**src/design/fpfir_pkg.sv**
```systemverilog
// Shared types and constants for the fixed-point FIR filter core.
// No dependencies; used by the controller, the datapath and the top level.
`default_nettype none

package fpfir_pkg;

    // Field widths
    localparam int DATA_W     = 32;  // Q1.31 samples, Q4.28 coefficients
    localparam int ACC_W      = 64;  // wrapping Q5.59 accumulator
    localparam int TAP_IDX_W  = 6;   // width of the coefficient index field
    localparam int COEF_SHIFT = 28;  // Q5.59 back to Q1.31

    // Operation codes on the input channel
    localparam logic OP_PUSH = 1'b0;
    localparam logic OP_LOAD = 1'b1;

    // Commands from the controller to the datapath
    typedef struct packed {
        logic clr;    // write zero to both tables at the tap index
        logic push;   // store a new sample, restart the sum
        logic load;   // write one coefficient
        logic issue;  // read one tap pair into the MAC pipeline
        logic emit;   // load the saturated sum into the output register
    } cmd_t;

    // Status from the datapath to the controller
    typedef struct packed {
        logic pipe_busy;  // reads or products still in flight
        logic out_free;   // output register can take a new word this cycle
    } status_t;

endpackage

`default_nettype wire

```
**src/design/fpfir_ctrl.sv**
```systemverilog
// Controller state machine: clearing pass, item intake, tap sequencing, result hand-off.
// Depends on fpfir_pkg.
`default_nettype none

module fpfir_ctrl #(
    parameter int TAPS = 64,
    parameter int AW   = (TAPS > 1) ? $clog2(TAPS) : 1
) (
    input  wire logic                           aclk,
    input  wire logic                           aresetn,
    input  wire logic                           s_valid,
    output logic                                s_ready,
    input  wire logic                           s_operation,
    input  wire logic [fpfir_pkg::TAP_IDX_W-1:0] s_coef_index,
    input  wire fpfir_pkg::status_t             status,
    output fpfir_pkg::cmd_t                     cmd,
    output logic      [AW-1:0]                  tap_idx
);

    localparam logic [AW-1:0] LAST_TAP = AW'(TAPS - 1);
    localparam logic [10:0]   TAPS_W   = 11'(TAPS);

    typedef enum logic [4:0] {
        S_CLEAR = 5'b00001,
        S_IDLE  = 5'b00010,
        S_RUN   = 5'b00100,
        S_DRAIN = 5'b01000,
        S_OUT   = 5'b10000
    } state_t;

    state_t          state_reg, state_next;
    logic [AW-1:0]   cnt_reg, cnt_next;
    logic            accept;
    logic            coef_ok;

    assign accept  = s_valid && s_ready;
    assign coef_ok = {5'b0, s_coef_index} < TAPS_W;
    assign s_ready = (state_reg == S_IDLE);
    assign tap_idx = cnt_reg;

    // Next state and commands
    always_comb begin
        state_next = state_reg;
        cnt_next   = cnt_reg;
        cmd        = '0;
        case (state_reg)
            S_CLEAR: begin
                cmd.clr = 1'b1;
                if (cnt_reg == LAST_TAP) begin
                    cnt_next   = '0;
                    state_next = S_IDLE;
                end else begin
                    cnt_next = cnt_reg + 1'b1;
                end
            end
            S_IDLE: begin
                if (accept) begin
                    if (s_operation == fpfir_pkg::OP_PUSH) begin
                        cmd.push   = 1'b1;
                        cnt_next   = '0;
                        state_next = S_RUN;
                    end else begin
                        cmd.load = coef_ok;
                    end
                end
            end
            S_RUN: begin
                cmd.issue = 1'b1;
                if (cnt_reg == LAST_TAP) begin
                    cnt_next   = '0;
                    state_next = S_DRAIN;
                end else begin
                    cnt_next = cnt_reg + 1'b1;
                end
            end
            S_DRAIN: begin
                if (!status.pipe_busy) begin
                    state_next = S_OUT;
                end
            end
            S_OUT: begin
                if (status.out_free) begin
                    cmd.emit   = 1'b1;
                    state_next = S_IDLE;
                end
            end
            default: begin
                state_next = S_CLEAR;
                cnt_next   = '0;
            end
        endcase
    end

    // State registers
    always_ff @(posedge aclk) begin
        if (!aresetn) begin
            state_reg <= S_CLEAR;
            cnt_reg   <= '0;
        end else begin
            state_reg <= state_next;
            cnt_reg   <= cnt_next;
        end
    end

`ifndef SYNTHESIS
    // Intake only with the MAC pipeline empty
    assert property (@(posedge aclk) disable iff (!aresetn)
        s_ready |-> !status.pipe_busy)
        else $error("fpfir_ctrl: word accepted while MAC pipeline busy");

    // A new sample starts the tap sweep at tap zero
    assert property (@(posedge aclk) disable iff (!aresetn)
        cmd.push |=> (cmd.issue && cnt_reg == '0))
        else $error("fpfir_ctrl: tap sweep did not start at tap zero");

    // Reset always leads into the clearing pass
    assert property (@(posedge aclk)
        !aresetn |=> (state_reg == S_CLEAR && cnt_reg == '0))
        else $error("fpfir_ctrl: reset did not start the clearing pass");
`endif

endmodule

`default_nettype wire

```
**config.mk**
```make
export PLATFORM = sky130hd
export DESIGN_NAME = fpfir_ctrl
export DESIGN_NICKNAME = d
export VERILOG_FILES = /design/src/design/fpfir_pkg.sv /design/src/design/fpfir_ctrl.sv
export SDC_FILE = /design/constraint.sdc
export NUM_CORES = 1
export LEC_CHECK = 0
export ABC_AREA = 1
export BUFFER_PORTS_ARGS = -buffer_cell sky130_fd_sc_hd__buf_2
export CAP_MARGIN = 20
export CORE_AREA = 3 3 43 45
export DETAILED_ROUTE_END_ITERATION = 16
export DIE_AREA = 0 0 46 48
export PLACE_DENSITY = 0.78
export SYNTH_ARGS = -nofsm -noshare
export SYNTH_HDL_FRONTEND = slang
export SYNTH_SLANG_ARGS = --single-unit
```
**constraint.sdc**
```tcl
create_clock -name aclk -period 2 [get_ports aclk]
set_clock_uncertainty 0.1 [all_clocks]
set_input_delay 0.4 -clock aclk [delete_from_list [all_inputs] [get_ports aclk]]
set_output_delay 0.4 -clock aclk [all_outputs]
set_load 0.03 [all_outputs]
```
# Word level (Yosys, flattened, before mapping)
# Cells that the tools add are included.
dict set report classes {
  add_sub_neg 1
  eq_ne 12
  muxes 19
  n_bitwise 1
  reduce_logical 5
}
# op count
set ops {}
lappend ops {{2-to-1 mux 5 bit} 6}
lappend ops {{one-hot mux 5 bit (5 select lines)} 1}
lappend ops {{2-to-1 mux 6 bit} 3}
lappend ops {{one-hot mux 6 bit (3 select lines)} 1}
lappend ops {{!= test 2 bit (second input constant)} 5}
lappend ops {{adder 6 x 1 -> 6 bit (second input constant)} 1}
lappend ops {{equality test 6 bit (second input constant)} 1}
lappend ops {{2-to-1 mux 1 bit} 6}
lappend ops {{AND reduction 6 bit} 1}
lappend ops {{equality test 5 x 1 -> 1 bit (second input constant)} 1}
lappend ops {{equality test 5 x 2 -> 1 bit (second input constant)} 1}
lappend ops {{equality test 5 x 3 -> 1 bit (second input constant)} 1}
lappend ops {{equality test 5 x 4 -> 1 bit (second input constant)} 1}
lappend ops {{equality test 5 bit (second input constant)} 1}
lappend ops {{2-to-1 mux 2 bit} 2}
lappend ops {{OR reduction 2 bit} 2}
lappend ops {{AND reduction 3 bit} 1}
lappend ops {{!= test 2 x 1 -> 1 bit (second input constant)} 1}
lappend ops {{logical AND 1 bit} 1}
lappend ops {{NOT 1 bit} 1}
dict set report totals {
  register_bits 11
  in_bits 12
  output_inout_bits 12
  elab_cells 40
}

# Depth between registers and ports, before layout
# Gate-level depths: netlist (run 1).
dict set report depth {
  ltp_word 4
  depth_mapped 10
  depth_no_buf 10
}

# Worst setup path after synthesis (run 1)
# No wires, ideal clock.
dict set report synth_timing {
  path_kind {reg-to-reg}
  from {register cnt_reg[0], in the netlist tap_idx[0]}
  to {register state_reg[4]}
  t_arrival_ps 1438
  required_ps 1791
  path_slack_ps 353
  stages_incl_launch_ff 11
  path_buffers 0
  cell_sequence {dfxtp_1 -> ha_1 -> nand2_1 -> nor2_1 -> nand2_2 -> nand2_4 -> nand2_4 -> nor2_2 -> nand2_1 -> nand2_1 -> inv_1}
}
dict set report synth_via {
  elab_chain_cells 3
}
# element line
set synth_rtl {}
lappend synth_rtl {{from (decl)} fpfir_ctrl.sv:32} ;# logic [AW-1:0] cnt_reg, cnt_next;
lappend synth_rtl {{from (signal assigned)} fpfir_ctrl.sv:101} ;# cnt_reg <= cnt_next;
lappend synth_rtl {{equality test 6 bit *} {fpfir_ctrl.sv:49, fpfir_ctrl.sv:69}}
lappend synth_rtl {{!= test 2 bit (no source line)} --}
lappend synth_rtl {{AND reduction 6 bit (no source line) *} --}
lappend synth_rtl {{to (signal assigned)} fpfir_ctrl.sv:100} ;# state_reg <= state_next;
lappend synth_rtl {{to (decl)} fpfir_ctrl.sv:31} ;# state_t state_reg, state_next;
# Mark *: on every way between the ends. The rest lies on a longest branch, timed or not.
# A chain may end at the register's enable or synchronous reset.

==> metrics.yaml, run 1 <==
syn_area_um2: 715.7
power_frac_comb: 0.495
post-route-period-util: 0.9387
worstSetupEndpointType: "output port"
p_seq_frac: 0.327
rsz0062_at_grt: "false"
rr_endpoint: "state_reg[1]$_SDFFE_PN0P_"
clockRootBuffer: "clkbuf_4"
worstReg2RegStart: "tap_idx[0]$_SDFFE_PN0P_"
final.setup.tns_ps: 0
routed_via_density: 5.263
boundaryPins: 24
grt_pass1_wl_um: 2208
synth_warnings: 0
crit_type: "reg -> out"
reg2regPathDepth: 10
cts_buffers: 3
wl_um: 1469
setup_ws_ps: 122.5
synth_cells: 101
routabilityCongestion: 0.8447
setup_viol: 0
cts_tree: "yes"
portBuffers: 17
netSwitchingFraction: 0.4648
synth-seq-area-share: 0.3077
start_kind: "register"
grt_start_max_net_pins: 11
cp_data_required_time_ps: 1500
fin_cells: 137
worstPathArrival_ps: 1380
route.detailed.drc: 0
clockBufferDepth: 2
period_needed_ps: 1877
final_common_cell: "nand2_1"
via_count: 721
synth.top_cells.by_area: "dfxtp_1 (31%), nand2_1 (9.4%), inv_1 (6.3%), nand2_4 (6.3%), a21oi_1 (5.6%)"
synth.largest_area_cell: "dfxtp_1"
netlist.area_leader.share: 0.3077
drv_slew: 0
core_um2: 1506
fp.dieW_um: 46
clockPowerShare: 0.178
whs_path_depth: 3
post_cts.repair.setup_buffers: 0
cts_resized: 0
min_from: "aresetn"
start_util: 0.4751
top_layer: "met4"
drt_iter0_markers: 30
antenna_left: 0
antenna_found_initial: 0
insertion_delay_ps: 280
dp_worst_setup_slack_ps: 450.1
p_sw_uw: 422.3
area.growth.synth_to_final_pct: 17.31
clock.fmax_mhz: 532.6
cts_sinks: 11
wl_met1_um: 679
power_density_nw_per_um2: 1082
gr-total-overflow: 0
r2r_slack_ps: 460
clk_pin_slew_worst_paths_ps: 80
avgSynthCellArea_um2: 7.086
drtPass1Iterations: 4
grt_pass1_vias: 527
grt_usage: 0.1372
whs_ps: 255.9
worst_pin_slew_ps: 287.1
peakVddDrop_mv: 0.7727
cap_violations: 0
diodes: 0
syn_nets: 114
layout_common_cells: "nand2_1 (18), buf_2 (17), inv_1 (12), dfxtp_1 (11), nor2_1 (10)"
dp.cells: 133
nNetsFinal: 135
hpwlAfterDp_um: 1112
min_to: "state_reg[2]$_SDFFE_PN0P_"
nFillCells: 141
rows: 14
drive_gt1_frac: 0.3223
hold_viol_final: 0
wl_per_cell_um: 10.72
ys_ff_latch: 11
hold_path.class: "in -> reg"
dieArea_um2: 2208
p_leak_uw: 0.0004298
p_int_uw: 486.3
met2_length_um: 697
yosysUniqueCellTypes: 24
status: "finished clean"
fp.dieH_um: 48
dr_wl_met3_um: 64
max-slew-margin-rel: 0.8074
ctsHoldBuffers: 0
critPathMaxFanout: 6
largest_register_ffs: 6
cts_max_level: 1
how the worst max path moves through the flow:
stage | endpoint | cells after the start | slack (ps) | startpoint
after floorplan | state_reg[4]$_SDFFE_PN0P_ | 10 | 350 | tap_idx[0]$_SDFFE_PN0P_
after global placement | cmd[0] | 4 | 470 | state_reg[0]$_SDFFE_PN1P_
after detailed placement | cmd[0] | 4 | 450 | state_reg[0]$_SDFFE_PN1P_
after CTS | cmd[0] | 4 | 140 | state_reg[0]$_SDFFE_PN1P_
after global routing | cmd[0] | 4 | 70 | state_reg[0]$_SDFFE_PN1P_
final | cmd[0] | 4 | 120 | state_reg[0]$_SDFFE_PN1P_
metal layers:
| metal | track usage | vias up |
|---|---|---|
| li1 | - | 368 |
| met1 | 0.1774 | 337 |
| met2 | 0.2198 | 12 |
| met3 | 0.03383 | 4 |
| met4 | 0.05114 | 0 |
| met5 | 0 | - |
cell usage after synthesis:
master,instances
a21oi_1,8
a31oi_1,1
buf_4,1
clkinv_1,1
dfxtp_1,11
ha_1,1
inv_1,12
inv_2,3
nand2_1,18
nand2_2,2
nand2_4,4
nand3_1,8
nand3_2,3
nand3_4,1
nand3b_1,2
nand4_1,5
nor2_1,10
nor2_2,4
nor2_4,1
o21ai_1,1
o21bai_1,1
or2_2,1
xnor2_1,1
xor2_1,1
critical path, stage by stage, from the launching register on:
cell and delay, ps:
dfxtp_1 330, nor2_2 250, nand3_1 200, nor2_1 120, buf_2 200
cell type report:
cell class	count	area, um2	share of cell area
clock buffers	4	26.28	0.03130
multi-input cells	73	427.9	0.5097
well taps	16	20.02	0.02385
repair buffers	17	85.08	0.1013
inverters	16	60.06	0.07154
flip-flops and latches	11	220.2	0.2623
power groups by stage:
| stage | Combinational (uW) | Clock [uW] | Sequential (uW) |
|---|---|---|---|
| 6_report | 450 | 162 | 297 |
| 4_1_cts | 448 | 161 | 297 |
| 3_3_place_gp | 442 | 0 | 300 |
| 5_1_grt | 497 | 168 | 300 |
| 3_5_place_dp | 446 | 0 | 301 |
| 2_1_floorplan | 334 | 0 | 326 |
cells by family (layout without fill, tap and decap cells):
logic type                 Yosys count  in the layout  share of synthesized area
AOI/OAI and AO/OA                   11             11                    0.08217
DFF                                 11             11                     0.3077
adders and majority gates            1              1                    0.01748
and+or+nand+nor                     59             59                     0.4738
buffers and inverters               17             37                    0.09440
xor gates and xnor gates             2              2                    0.02448
per-stage QoR:
stage               utilization  total power, uW  cell area (um2)
global route             0.5573            964.9            839.6
global placement         0.5399            741.6            813.3
floorplan                     -            660.0            715.7
CTS                      0.5573            906.0            839.6
finish                   0.5573            908.6            839.6
detailed placement       0.5399            747.7            813.3
(Power assumes the default switching activity.)
==> inputs of run 2 (changes only) <==
Settings changed: GPL_TIMING_DRIVEN set to 0, SLEW_MARGIN set to 0.
==> run 2 against run 1 <==
  * Combinational power hardly changed
  * Sequential power barely moved
  * Final area is 0.89% higher
  * Routed wire length is 3.9% higher
  * Highest routed layer is now met3
  * Critical path depth up 1
  * Register-to-register slack worse by 50 ps
  * Via count decreased by 2.1%
  * First-iteration DRC count shrank 37%
  * Flip-flop and latch count unchanged
  * Power decreased by 0.67%
  * Largest power group unchanged
  * Setup slack improved by 9.3 ps
  * Global-route usage grew 1.0 points
  * Critical path type unchanged
==> metrics.yaml, run 2 (synthesis results as in run 1) <==
power_frac_comb: 0.501
cts_max_level: 1
cp_data_required_time_ps: 1500
grt_pass1_vias: 594
dieArea_um2: 2208
antenna_found_initial: 0
routabilityCongestion: 0.8408
startpoint: "state_reg[0]$_SDFFE_PN1P_"
hold_path.class: "in -> reg"
drt_iter0_markers: 19
ctsHoldBuffers: 0
slowest_delay_ps: 330
peakVddDrop_mv: 0.6637
clockPowerShare: 0.169
grt_start_max_net_pins: 11
wl_um: 1527
hpwlAfterDp_um: 1214
clk_pin_slew_worst_paths_ps: 70
cts_sinks: 11
nNetsFinal: 136
clock.fmax_mhz: 535.3
routed_via_density: 5.116
worst_pin_slew_ps: 296.5
gr-total-overflow: 0
cap_violations: 0
p_sw_uw: 414.6
post-route-period-util: 0.9341
p_int_uw: 487.9
worstSetupEndpointType: "output port"
dp.cells: 134
p_leak_uw: 0.0004353
portBuffers: 17
crit_type: "reg -> out"
rsz0062_at_grt: "false"
max-slew-margin-rel: 0.8011
setup_ws_ps: 131.8
worstReg2RegStart: "tap_idx[0]$_SDFFE_PN0P_"
core_um2: 1506
boundaryPins: 24
grt_usage: 0.1473
post_cts.repair.setup_buffers: 0
netSwitchingFraction: 0.4594
worstPathArrival_ps: 1370
setup_viol: 0
clockBufferDepth: 2
route.detailed.drc: 0
worstPathCellList: "nor2_2, nand3_2, inv_1, buf_4, buf_2"
grt_pass1_wl_um: 2394
dp_worst_setup_slack_ps: 410.2
drive_gt1_frac: 0.3279
period_needed_ps: 1868
final.setup.tns_ps: 0
wl_per_cell_um: 11.07
antenna_left: 0
power_density_nw_per_um2: 1065
start_kind: "register"
p_seq_frac: 0.330
cts_resized: 0
critPathMaxFanout: 6
hold_viol_final: 0
largest_register_ffs: 6
rows: 14
final_common_cell: "nand2_1"
fp.dieH_um: 48
slowest_stage: "dfxtp_1"
layout_common_cells: "nand2_1 (18), buf_2 (17), inv_1 (12), dfxtp_1 (11), nor2_1 (10)"
via_count: 706
min_from: "aresetn"
fp.dieW_um: 46
cts_tree: "yes"
drtPass1Iterations: 4
status: "finished clean"
start_util: 0.4751
drv_slew: 0
cts_buffers: 3
insertion_delay_ps: 270
diodes: 0
clockRootBuffer: "clkbuf_4"
area.growth.synth_to_final_pct: 18.36
fin_cells: 138
[run 2: final cells by class]
cell class / instances / area [um2]
sequential: 11 / 220.2
timing repair buffer: 17 / 85.08
buffer: 1 / 7.507
multi-input combinational: 73 / 427.9
inverter: 16 / 60.06
clock buffer: 4 / 26.28
fill: 151 / 659.4
tap: 16 / 20.02
[run 2: routing by layer]
metal / up-vias / GRT usage / part of all wire
li1: 371 / - / -
met1: 326 / 0.1840 / 0.46
met2: 9 / 0.2473 / 0.51
met3: 0 / 0.05639 / 0.036
met4: 0 / 0.01705 / 0
met5: - / 0 / 0
[run 2: through the flow]
stage	power, uW	hold slack (ps)	cell area (um2)	util
5_1_grt	973.1	312.9	847.1	0.5623
6_report	902.5	270.7	847.1	0.5623
2_1_floorplan	660.0	437.5	715.7	-
3_5_place_dp	755.1	393.3	820.8	0.5449
4_1_cts	909.1	273.9	847.1	0.5623
3_3_place_gp	743.1	384.9	820.8	0.5449
[run 2: critical path, delay by kind of cell, from the launching register on]
family        cells  cell delay (ps)
simple gates      2              400
buf+inv           3              380
flops             1              330
[run 2: power by group through the flow]
stage                     logic [uW]  registers [uW]  clock network (uW)
after global placement           443             300                   0
after CTS                        455             297                 157
after global routing             506             301                 167
after floorplan                  334             326                   0
final                            452             298                 153
after detailed placement         452             303                   0
[run 2: final timing paths]
| check | to | cells after the start | slack [ps] |
|---|---|---|---|
| setup / recovery | cmd[1] | 5 | 130 |
| hold / removal | state_reg[2]$_SDFFE_PN0P_ | 3 | 270 |
| setup reg to reg | state_reg[1]$_SDFFE_PN0P_ | 10 | 410 |
| hold reg to reg | tap_idx[1]$_SDFFE_PN0P_ | 2 | 400 |
